$ cat src/rtl/core/bep_pkg.sv
// Box erase pixel stream: shared constants, codes and the token carried
// along the cell chain. No dependencies.
`default_nettype none
package bep_pkg;

	localparam int MAX_BOXES       = 16;
	localparam int COORD_WIDTH     = 13;
	localparam int SAMPLE_WIDTH    = 8;
	localparam int POS_WIDTH       = 12;
	localparam int INDEX_WIDTH     = 4;
	localparam int NUM_BOXES_WIDTH = 5;
	localparam int CFG_INDEX_WIDTH = 3;
	localparam int CFG_DATA_WIDTH  = 13;
	localparam int CELL_ID_WIDTH   = (MAX_BOXES > 1) ? $clog2(MAX_BOXES) : 1;

	typedef enum logic [CFG_INDEX_WIDTH-1:0] {
		CFG_NUM_BOXES     = 3'd0,
		CFG_ROI_X         = 3'd1,
		CFG_ROI_Y         = 3'd2,
		CFG_ROI_WIDTH     = 3'd3,
		CFG_ROI_HEIGHT    = 3'd4,
		CFG_THREE_CHANNEL = 3'd5
	} cfg_reg_t;

	typedef enum logic {
		REQ_PIXEL = 1'b0,
		REQ_LOAD  = 1'b1
	} req_t;

	typedef struct packed {
		logic                    valid;
		req_t                    req;
		logic [INDEX_WIDTH-1:0]  idx;
		logic [COORD_WIDTH-1:0]  left;
		logic [COORD_WIDTH-1:0]  top;
		logic [COORD_WIDTH-1:0]  right;
		logic [COORD_WIDTH-1:0]  bottom;
		logic [POS_WIDTH-1:0]    row;
		logic [POS_WIDTH-1:0]    col;
		logic [SAMPLE_WIDTH-1:0] c0;
		logic [SAMPLE_WIDTH-1:0] c1;
		logic [SAMPLE_WIDTH-1:0] c2;
		logic                    hit;
	} token_t;

	function automatic logic [COORD_WIDTH-1:0] clamp_range(
		input logic [COORD_WIDTH-1:0] v,
		input logic [COORD_WIDTH-1:0] lo,
		input logic [COORD_WIDTH-1:0] hi
	);
		logic [COORD_WIDTH-1:0] r;
		r = v;
		if (v < lo) begin
			r = lo;
		end else if (v > hi) begin
			r = hi;
		end
		return r;
	endfunction

endpackage
`default_nettype wire

$ cat src/rtl/core/bep_if.sv
// Box erase pixel stream: valid/ready channel interfaces for input items
// and results. Depends on bep_pkg.
`default_nettype none
interface bep_in_if;
	logic                              valid;
	logic                              ready;
	logic                              req_type;
	logic [bep_pkg::INDEX_WIDTH-1:0]   box_index;
	logic [bep_pkg::COORD_WIDTH-1:0]   box_left;
	logic [bep_pkg::COORD_WIDTH-1:0]   box_top;
	logic [bep_pkg::COORD_WIDTH-1:0]   box_right;
	logic [bep_pkg::COORD_WIDTH-1:0]   box_bottom;
	logic [bep_pkg::POS_WIDTH-1:0]     pixel_row;
	logic [bep_pkg::POS_WIDTH-1:0]     pixel_col;
	logic [bep_pkg::SAMPLE_WIDTH-1:0]  chan0;
	logic [bep_pkg::SAMPLE_WIDTH-1:0]  chan1;
	logic [bep_pkg::SAMPLE_WIDTH-1:0]  chan2;

	modport source (output valid, req_type, box_index, box_left, box_top, box_right,
		box_bottom, pixel_row, pixel_col, chan0, chan1, chan2, input ready);
	modport sink (input valid, req_type, box_index, box_left, box_top, box_right,
		box_bottom, pixel_row, pixel_col, chan0, chan1, chan2, output ready);
endinterface

interface bep_out_if;
	logic                              valid;
	logic                              ready;
	logic [bep_pkg::SAMPLE_WIDTH-1:0]  out0;
	logic [bep_pkg::SAMPLE_WIDTH-1:0]  out1;
	logic [bep_pkg::SAMPLE_WIDTH-1:0]  out2;
	logic                              erased;

	modport source (output valid, out0, out1, out2, erased, input ready);
	modport sink (input valid, out0, out1, out2, erased, output ready);
endinterface
`default_nettype wire

$ cat src/rtl/core/bep_clamp.sv
// Box erase pixel stream: entry stage, clamps load corners to the region
// of interest and registers the token. Depends on bep_pkg.
`default_nettype none
module bep_clamp (
	input  wire logic                             clk,
	input  wire logic                             arst_n,
	input  wire logic                             adv,
	input  wire bep_pkg::token_t                  tok_in,
	input  wire logic [bep_pkg::POS_WIDTH-1:0]    roi_x,
	input  wire logic [bep_pkg::POS_WIDTH-1:0]    roi_y,
	input  wire logic [bep_pkg::COORD_WIDTH-1:0]  roi_width,
	input  wire logic [bep_pkg::COORD_WIDTH-1:0]  roi_height,
	output bep_pkg::token_t                       tok_out
);
	logic                            valid_s1;
	bep_pkg::token_t                 tok_s1;
	bep_pkg::token_t                 nxt;
	logic [bep_pkg::COORD_WIDTH-1:0] lo_x;
	logic [bep_pkg::COORD_WIDTH-1:0] lo_y;

	assign lo_x = bep_pkg::COORD_WIDTH'(roi_x);
	assign lo_y = bep_pkg::COORD_WIDTH'(roi_y);

	always_comb begin
		nxt        = tok_in;
		nxt.left   = bep_pkg::clamp_range(tok_in.left, lo_x, roi_width);
		nxt.top    = bep_pkg::clamp_range(tok_in.top, lo_y, roi_height);
		nxt.right  = bep_pkg::clamp_range(tok_in.right, nxt.left, roi_width);
		nxt.bottom = bep_pkg::clamp_range(tok_in.bottom, nxt.top, roi_height);
	end

	always_ff @(posedge clk or negedge arst_n) begin
		if (!arst_n) begin
			valid_s1 <= 1'b0;
		end else if (adv) begin
			valid_s1 <= tok_in.valid;
		end
	end

	always_ff @(posedge clk) begin
		if (adv) begin
			tok_s1 <= nxt;
		end
	end

	always_comb begin
		tok_out       = tok_s1;
		tok_out.valid = valid_s1;
	end
endmodule
`default_nettype wire

$ cat src/rtl/core/bep_cell.sv
// Box erase pixel stream: one cell of the chain, holds one box entry,
// loads it or tests a passing pixel against it. Depends on bep_pkg.
`default_nettype none
module bep_cell (
	input  wire logic                               clk,
	input  wire logic                               arst_n,
	input  wire logic                               adv,
	input  wire logic                               active,
	input  wire logic [bep_pkg::CELL_ID_WIDTH-1:0]  cell_id,
	input  wire bep_pkg::token_t                    tok_in,
	output bep_pkg::token_t                         tok_out
);
	logic                             valid_q;
	bep_pkg::token_t                  tok_q;
	bep_pkg::token_t                  nxt;
	logic [bep_pkg::COORD_WIDTH-1:0]  left_q;
	logic [bep_pkg::COORD_WIDTH-1:0]  top_q;
	logic [bep_pkg::COORD_WIDTH-1:0]  right_q;
	logic [bep_pkg::COORD_WIDTH-1:0]  bottom_q;
	logic [bep_pkg::SAMPLE_WIDTH-1:0] col0_q;
	logic [bep_pkg::SAMPLE_WIDTH-1:0] col1_q;
	logic [bep_pkg::SAMPLE_WIDTH-1:0] col2_q;
	logic [bep_pkg::COORD_WIDTH-1:0]  row_x;
	logic [bep_pkg::COORD_WIDTH-1:0]  col_x;
	logic                             load_here;
	logic                             hit;

	assign row_x     = bep_pkg::COORD_WIDTH'(tok_in.row);
	assign col_x     = bep_pkg::COORD_WIDTH'(tok_in.col);
	assign load_here = tok_in.valid && (tok_in.req == bep_pkg::REQ_LOAD)
		&& (32'(tok_in.idx) == 32'(cell_id));
	assign hit       = tok_in.valid && (tok_in.req == bep_pkg::REQ_PIXEL) && active
		&& (row_x >= top_q) && (row_x <= bottom_q)
		&& (col_x >= left_q) && (col_x <= right_q);

	always_comb begin
		nxt = tok_in;
		if (hit) begin
			nxt.hit = 1'b1;
			nxt.c0  = col0_q;
			nxt.c1  = col1_q;
			nxt.c2  = col2_q;
		end
	end

	always_ff @(posedge clk or negedge arst_n) begin
		if (!arst_n) begin
			valid_q <= 1'b0;
		end else if (adv) begin
			valid_q <= tok_in.valid;
		end
	end

	always_ff @(posedge clk) begin
		if (adv) begin
			tok_q <= nxt;
			if (load_here) begin
				left_q   <= tok_in.left;
				top_q    <= tok_in.top;
				right_q  <= tok_in.right;
				bottom_q <= tok_in.bottom;
				col0_q   <= tok_in.c0;
				col1_q   <= tok_in.c1;
				col2_q   <= tok_in.c2;
			end
		end
	end

	always_comb begin
		tok_out       = tok_q;
		tok_out.valid = valid_q;
	end
endmodule
`default_nettype wire

$ cat src/rtl/core/box_erase_pixel_stream.sv
// Box erase pixel stream top level: configuration registers, clamp stage
// and a chain of MAX_BOXES box cells. Depends on bep_pkg, bep_if, bep_clamp, bep_cell.
// Pipeline: the clamp stage register, then one register per cell, from input transfer to result.
// Throughput: one item per cycle; the whole chain holds only while a result waits.
// Reset: configuration takes its reset values and the chain empties; the box
// table is undefined until loaded.
`default_nettype none
module box_erase_pixel_stream (
	input  wire logic                                 clk,
	input  wire logic                                 arst_n,
	input  wire logic                                 cfg_we,
	input  wire logic [bep_pkg::CFG_INDEX_WIDTH-1:0]  cfg_index,
	input  wire logic [bep_pkg::CFG_DATA_WIDTH-1:0]   cfg_data,
	bep_in_if.sink                                    din,
	bep_out_if.source                                 dout
);
	logic [bep_pkg::NUM_BOXES_WIDTH-1:0] num_boxes_q;
	logic [bep_pkg::POS_WIDTH-1:0]       roi_x_q;
	logic [bep_pkg::POS_WIDTH-1:0]       roi_y_q;
	logic [bep_pkg::COORD_WIDTH-1:0]     roi_width_q;
	logic [bep_pkg::COORD_WIDTH-1:0]     roi_height_q;
	logic                                three_channel_q;

	bep_pkg::token_t                     raw;
	bep_pkg::token_t                     chain [0:bep_pkg::MAX_BOXES];
	bep_pkg::token_t                     last;
	logic [bep_pkg::MAX_BOXES-1:0]       active;
	logic                                adv;

	always_ff @(posedge clk or negedge arst_n) begin
		if (!arst_n) begin
			num_boxes_q     <= '0;
			roi_x_q         <= '0;
			roi_y_q         <= '0;
			roi_width_q     <= bep_pkg::COORD_WIDTH'(4096);
			roi_height_q    <= bep_pkg::COORD_WIDTH'(4096);
			three_channel_q <= 1'b1;
		end else if (cfg_we) begin
			case (bep_pkg::cfg_reg_t'(cfg_index))
				bep_pkg::CFG_NUM_BOXES: begin
					num_boxes_q <= cfg_data[bep_pkg::NUM_BOXES_WIDTH-1:0];
				end
				bep_pkg::CFG_ROI_X: begin
					roi_x_q <= cfg_data[bep_pkg::POS_WIDTH-1:0];
				end
				bep_pkg::CFG_ROI_Y: begin
					roi_y_q <= cfg_data[bep_pkg::POS_WIDTH-1:0];
				end
				bep_pkg::CFG_ROI_WIDTH: begin
					roi_width_q <= cfg_data[bep_pkg::COORD_WIDTH-1:0];
				end
				bep_pkg::CFG_ROI_HEIGHT: begin
					roi_height_q <= cfg_data[bep_pkg::COORD_WIDTH-1:0];
				end
				bep_pkg::CFG_THREE_CHANNEL: begin
					three_channel_q <= cfg_data[0];
				end
				default: begin
				end
			endcase
		end
	end

	assign last      = chain[bep_pkg::MAX_BOXES];
	assign adv       = !(last.valid && (last.req == bep_pkg::REQ_PIXEL) && !dout.ready);
	assign din.ready = adv;

	always_comb begin
		raw.valid  = din.valid;
		raw.req    = bep_pkg::req_t'(din.req_type);
		raw.idx    = din.box_index;
		raw.left   = din.box_left;
		raw.top    = din.box_top;
		raw.right  = din.box_right;
		raw.bottom = din.box_bottom;
		raw.row    = din.pixel_row;
		raw.col    = din.pixel_col;
		raw.c0     = din.chan0;
		raw.c1     = din.chan1;
		raw.c2     = din.chan2;
		raw.hit    = 1'b0;
	end

	bep_clamp u_clamp (
		.clk        (clk),
		.arst_n     (arst_n),
		.adv        (adv),
		.tok_in     (raw),
		.roi_x      (roi_x_q),
		.roi_y      (roi_y_q),
		.roi_width  (roi_width_q),
		.roi_height (roi_height_q),
		.tok_out    (chain[0])
	);

	for (genvar k = 0; k < bep_pkg::MAX_BOXES; k++) begin : g_cell
		assign active[k] = (32'(num_boxes_q) > 32'(k));

		bep_cell u_cell (
			.clk     (clk),
			.arst_n  (arst_n),
			.adv     (adv),
			.active  (active[k]),
			.cell_id (bep_pkg::CELL_ID_WIDTH'(k)),
			.tok_in  (chain[k]),
			.tok_out (chain[k+1])
		);
	end

	assign dout.valid  = last.valid && (last.req == bep_pkg::REQ_PIXEL);
	assign dout.out0   = last.c0;
	assign dout.out1   = three_channel_q ? last.c1 : '0;
	assign dout.out2   = three_channel_q ? last.c2 : '0;
	assign dout.erased = last.hit;
endmodule
`default_nettype wire
$ cat src/flat_wrapper.sv
// flat-port wrapper written by rule: the top's interface ports become plain ports
module box_erase_pixel_stream_flat 
  (clk, arst_n, cfg_we, cfg_index, cfg_data, din_valid, din_req_type, din_box_index, din_box_left, din_box_top, din_box_right, din_box_bottom, din_pixel_row, din_pixel_col, din_chan0, din_chan1, din_chan2, din_ready, dout_valid, dout_out0, dout_out1, dout_out2, dout_erased, dout_ready);
  bep_in_if din_i ();
  bep_out_if dout_i ();
  input  wire logic clk;
  input  wire logic arst_n;
  input  wire logic cfg_we;
  input  wire logic [bep_pkg::CFG_INDEX_WIDTH-1:0] cfg_index;
  input  wire logic [bep_pkg::CFG_DATA_WIDTH-1:0] cfg_data;
  input wire logic [$bits(din_i.valid)-1:0] din_valid;
  input wire logic [$bits(din_i.req_type)-1:0] din_req_type;
  input wire logic [$bits(din_i.box_index)-1:0] din_box_index;
  input wire logic [$bits(din_i.box_left)-1:0] din_box_left;
  input wire logic [$bits(din_i.box_top)-1:0] din_box_top;
  input wire logic [$bits(din_i.box_right)-1:0] din_box_right;
  input wire logic [$bits(din_i.box_bottom)-1:0] din_box_bottom;
  input wire logic [$bits(din_i.pixel_row)-1:0] din_pixel_row;
  input wire logic [$bits(din_i.pixel_col)-1:0] din_pixel_col;
  input wire logic [$bits(din_i.chan0)-1:0] din_chan0;
  input wire logic [$bits(din_i.chan1)-1:0] din_chan1;
  input wire logic [$bits(din_i.chan2)-1:0] din_chan2;
  output wire logic [$bits(din_i.ready)-1:0] din_ready;
  output wire logic [$bits(dout_i.valid)-1:0] dout_valid;
  output wire logic [$bits(dout_i.out0)-1:0] dout_out0;
  output wire logic [$bits(dout_i.out1)-1:0] dout_out1;
  output wire logic [$bits(dout_i.out2)-1:0] dout_out2;
  output wire logic [$bits(dout_i.erased)-1:0] dout_erased;
  input wire logic [$bits(dout_i.ready)-1:0] dout_ready;
  assign din_i.valid = din_valid;
  assign din_i.req_type = din_req_type;
  assign din_i.box_index = din_box_index;
  assign din_i.box_left = din_box_left;
  assign din_i.box_top = din_box_top;
  assign din_i.box_right = din_box_right;
  assign din_i.box_bottom = din_box_bottom;
  assign din_i.pixel_row = din_pixel_row;
  assign din_i.pixel_col = din_pixel_col;
  assign din_i.chan0 = din_chan0;
  assign din_i.chan1 = din_chan1;
  assign din_i.chan2 = din_chan2;
  assign din_ready = din_i.ready;
  assign dout_valid = dout_i.valid;
  assign dout_out0 = dout_i.out0;
  assign dout_out1 = dout_i.out1;
  assign dout_out2 = dout_i.out2;
  assign dout_erased = dout_i.erased;
  assign dout_i.ready = dout_ready;
  box_erase_pixel_stream u_core (.clk(clk), .arst_n(arst_n), .cfg_we(cfg_we), .cfg_index(cfg_index), .cfg_data(cfg_data), .din(din_i), .dout(dout_i));
endmodule
$ cat config.mk
export PLATFORM = sky130hd
export DESIGN_NAME = box_erase_pixel_stream_flat
export DESIGN_NICKNAME = d
export VERILOG_FILES = /design/src/rtl/core/bep_pkg.sv /design/src/rtl/core/bep_if.sv /design/src/rtl/core/bep_clamp.sv /design/src/rtl/core/bep_cell.sv /design/src/rtl/core/box_erase_pixel_stream.sv /design/src/flat_wrapper.sv
export SDC_FILE = /design/constraint.sdc
export NUM_CORES = 2
export LEC_CHECK = 0
export ABC_AREA = 1
export BUFFER_PORTS_ARGS = -buffer_cell sky130_fd_sc_hd__buf_4
export CAP_MARGIN = 0
export CORE_MARGIN = 2
export CORE_UTILIZATION = 50
export CTS_CLUSTER_DIAMETER = 150
export DETAILED_ROUTE_END_ITERATION = 8
export PLACE_DENSITY = 0.66
export REMOVE_ABC_BUFFERS = 1
export SYNTH_ARGS = -nofsm -noshare
export SYNTH_HDL_FRONTEND = slang
export SYNTH_SLANG_ARGS = --single-unit
$ cat constraint.sdc
create_clock -name clk -period 97.8 [get_ports clk]
set_input_delay 19.56 -clock clk [delete_from_list [all_inputs] [get_ports clk]]
set_output_delay 19.56 -clock clk [all_outputs]
set_load 0.01 [all_outputs]
==> Implementation_results.wiki <==
{| class="wikitable"
! Metric !! Value
|-
| Wire length of the first global-routing pass || 334 mm
|-
| Total number of yosys warnings || 0
|-
| Post-synthesis sequential area ratio || 0.739
|-
| Worst Hold Path Cells || 0
|-
| Fraction of the cycle the final worst path needs || 0.411
|-
| Quantity of gates resized following cts || 0
|-
| Horiz. Die Dim || 498 um
|-
| Placed Instance Area || 0.127 sq mm
|-
| Run status || completed
|-
| Avg WL per Cell || 16.8 um
|-
| Worst Path Class, Setup || input port to primary output
|-
| Combined flip-flop and latch cell area || 0.0900 sq mm
|-
| Proportion of netlist area held by the largest area contributor || 0.724
|-
| Row cnt || 181
|-
| Initial drt markers || 3457
|-
| Synth async-reset ratio || 0.0243
|-
| Dominant cells by area after synthesis || sky130_fd_sc_hd__edfxtp_1 (72%), sky130_fd_sc_hd__ha_1 (8.9%), sky130_fd_sc_hd__nand2_1 (4.3%)
|-
| Buffers added on ports || roughly 150
|-
| Buffer type at the clock tree root || sky130_fd_sc_hd__clkbuf_16
|-
| Number of enable-type register cells in the synthesized netlist || 2937
|-
| Number of failing hold endpoints at the final stage || 0
|-
| Hold Buf Count CTS || 0
|-
| Vias per cell || approximately 5.1
|-
| Pin count of the biggest net entering global routing || between 150 and 200
|-
| Worst setup EP type || primary output
|-
| Initial Utilization || 0.502
|-
| Worst VDD drop || ~0.016 mV
|-
| Data arrival time of the critical path || roughly 21 ns
|-
| Post-layout minimum cycle time || approximately 40 ns
|-
| Final slew viol count || 0
|-
| Cell accounting for the most synthesized area || sky130_fd_sc_hd__edfxtp_1
|-
| Filler cell count in the final layout || about 19000
|-
| Worst clock skew on the final layout || between 0.04 and 0.05 ns
|-
| Overall die height || 498 um
|-
| Post-layout total power || 4000 uW
|-
| Flip-flop cell with the highest count after synthesis || sky130_fd_sc_hd__edfxtp_1
|-
| HPWL after detailed placement || 149 mm
|-
| Total wire length || 207 mm
|-
| Global-route congestion overflow total || 0
|-
| Syn avg cell area || 14.3 sq um
|-
| Worst Path Max Fanout || 42
|-
| Die Area || approximately 0.25 sq mm
|-
| Data required time of the critical path || 78.24 ns
|-
| Routability congestion estimate || 0.896
|-
| Worst Reg2Reg Path Length in Cells || 19
|-
| Setup TNS Final || 0 ns
|-
| Register bit count reported by yosys || 3010
|-
| Clk slew on worst S/H paths || 0.06 ns
|-
| Netlist cell types || 62
|-
| Detailed-routing iteration count for the pre-antenna-repair pass || 5
|-
| Final core occ || 0.562
|-
| # Max-Cap Violations || 0
|-
| Net count of the finished layout || between 9000 and 10000
|-
| Summed area of non-filler cells in the final layout || 0.136 sq mm
|-
| CTS tree || yes
|-
| Pleak || 0.0556 uW
|-
| Path type of the worst min-delay path || flip-flop to flip-flop
|-
| # DRC || 0
|-
| All-Layer GR Usage || 0.167
|-
| Diodes inserted || 0
|-
| Multi-input combinational cell area || 0.0267 sq mm
|-
| Routed via count || 62906
|-
| Instance count of the mapped netlist || 8509
|-
| Most common library cells after synthesis || sky130_fd_sc_hd__edfxtp_1 (2937), sky130_fd_sc_hd__nand2_1 (1392), sky130_fd_sc_hd__inv_1 (1225), sky130_fd_sc_hd__ha_1 (866), sky130_fd_sc_hd__a21oi_1 (389)
|-
| Sink count of the clock tree || 3010
|-
| Ports placed on the boundary || around 150
|-
| Area growth from synthesis to layout || 11.9%
|-
| Most instantiated library cell after synthesis || sky130_fd_sc_hd__edfxtp_1
|-
| Power density over the cells || 29.3 mW/mm^2
|-
| Final setup viols || 0
|-
| Clock latency at the later pin of the worst-skew pair || a little over 0.9 ns
|-
| Number of buffers added by the clock tree synthesis step || 309
|-
| Maximum operating frequency || 0.0249 GHz
|-
| Setup repair after global routing missed its margin || false
|-
| Crit path launch type || input port
|-
| Worst-case clock buffer depth || 4
|-
| Post-CTS setup buffer count || 0
|-
| Count of H-tree levels built during CTS || 5
|-
| Share of cells above drive strength 1 || 0.0770
|-
| Core outline area || 0.243 sq mm
|-
| Number of global-route vias before repair || 64707
|-
| Antenna violations before repair || 8
|-
| Remaining antenna violation count after routing || 0
|-
| Transition time of the tightest slew-check pin || 1.06 ns
|-
| Relative max-transition margin || 0.285
|-
| Netlist area before placement || 0.122 sq mm
|}
logic make-up (layout without fill, tap and decap cells):
kind of cell,Yosys count,count (layout),share of synthesized area
AO/OA/AOI/OAI,961,961,0.0449
adder cells (fa/ha/maj),866,866,0.0889
buffers and inverters,1380,1982,0.0438
flip-flops,3010,3010,0.739
AND/OR/NAND/NOR,2292,2292,0.0838
routing by layer:
metal	global-route usage	vias to the layer above	wire (um)
met2	0.298	1070	105000
met4	0.0627	16	7410
met3	0.0316	508	8950
met1	0.202	29892	85600
li1	-	31420	-
met5	0	-	107
state kept, by name, summed over array words and instances, names as in the netlist:
register,flops
u_core.three_channel_q,1
u_core.g_cell.u_cell.left_q,208
u_core.roi_x_q,12
u_core.roi_y_q,12
u_core.u_clamp.tok_out,105
u_core.roi_width_q,13
u_core.g_cell.u_cell.col1_q,128
u_core.g_cell.u_cell.valid_q,16
u_core.u_clamp.valid_s1,1
u_core.num_boxes_q,5
u_core.g_cell.u_cell.tok_out,1616
u_core.g_cell.u_cell.right_q,208
u_core.roi_height_q,13
u_core.g_cell.u_cell.bottom_q,208
u_core.g_cell.u_cell.col2_q,128
u_core.g_cell.u_cell.col0_q,128
u_core.g_cell.u_cell.top_q,208
report_power, final:
| part | leakage [uW] | internal (uW) | switching (uW) |
|---|---|---|---|
| Clock | 0.00457 | 642 | 449 |
| Sequential | 0.0302 | 2030 | 237 |
| Combinational | 0.0209 | 229 | 418 |
worst max-delay path, stage by stage:
cell and delay, ns:
sky130_fd_sc_hd__buf_4 0.13, sky130_fd_sc_hd__nor3_2 0.16, sky130_fd_sc_hd__buf_4 0.36, sky130_fd_sc_hd__inv_8 0.21
sky130_fd_sc_hd__buf_4 0.21
layout by cell type, fill, tap and decap left out, drive strengths merged, types with 206 or more instances in the layout:
cell	synthesis	routed
clkbuf	72	383
o21ai	392	392
nor2	206	206
inv	1228	1231
buf	76	221
edfxtp	2937	2937
ha	866	866
nand4	342	342
a21oi	389	389
nand2	1401	1401
final cells by class:
class | instances | area share
inverters | 1232 | 0.0339
clock inverters | 146 | 0.00869
well taps | 3202 | 0.0294
repair buffers | 221 | 0.0125
flip-flops and latches | 3010 | 0.660
multi-input cells | 4119 | 0.196
clock buffers | 383 | 0.0599
path summary, 6_finish.rpt:
check,from,to,slack (ns)
setup reg to reg,u_core.roi_width_q[12],u_core.u_clamp.tok_out[73],93.29
setup / recovery,dout_ready,din_ready,57.58
min in group asynchronous,arst_n,u_core.roi_height_q[7],18.84
max in group asynchronous,arst_n,u_core.g_cell[14].u_cell.valid_q,78.22
hold reg to reg,u_core.g_cell[14].u_cell.tok_out[74],u_core.g_cell[15].u_cell.right_q[12],0.40
hold / removal,u_core.g_cell[14].u_cell.tok_out[74],u_core.g_cell[15].u_cell.right_q[12],0.40
metrics by stage:
step,instances,setup WS [ns],hold WS [ns]
after global routing,12313,57.53,0.416
after detailed placement,11784,57.59,0.405
after global placement,11784,57.58,0.404
final,12313,57.58,0.402
after CTS,12313,57.57,0.401
after floorplan,8361,40.10,0.400
Note: power is estimated with default switching activity, not from simulation.
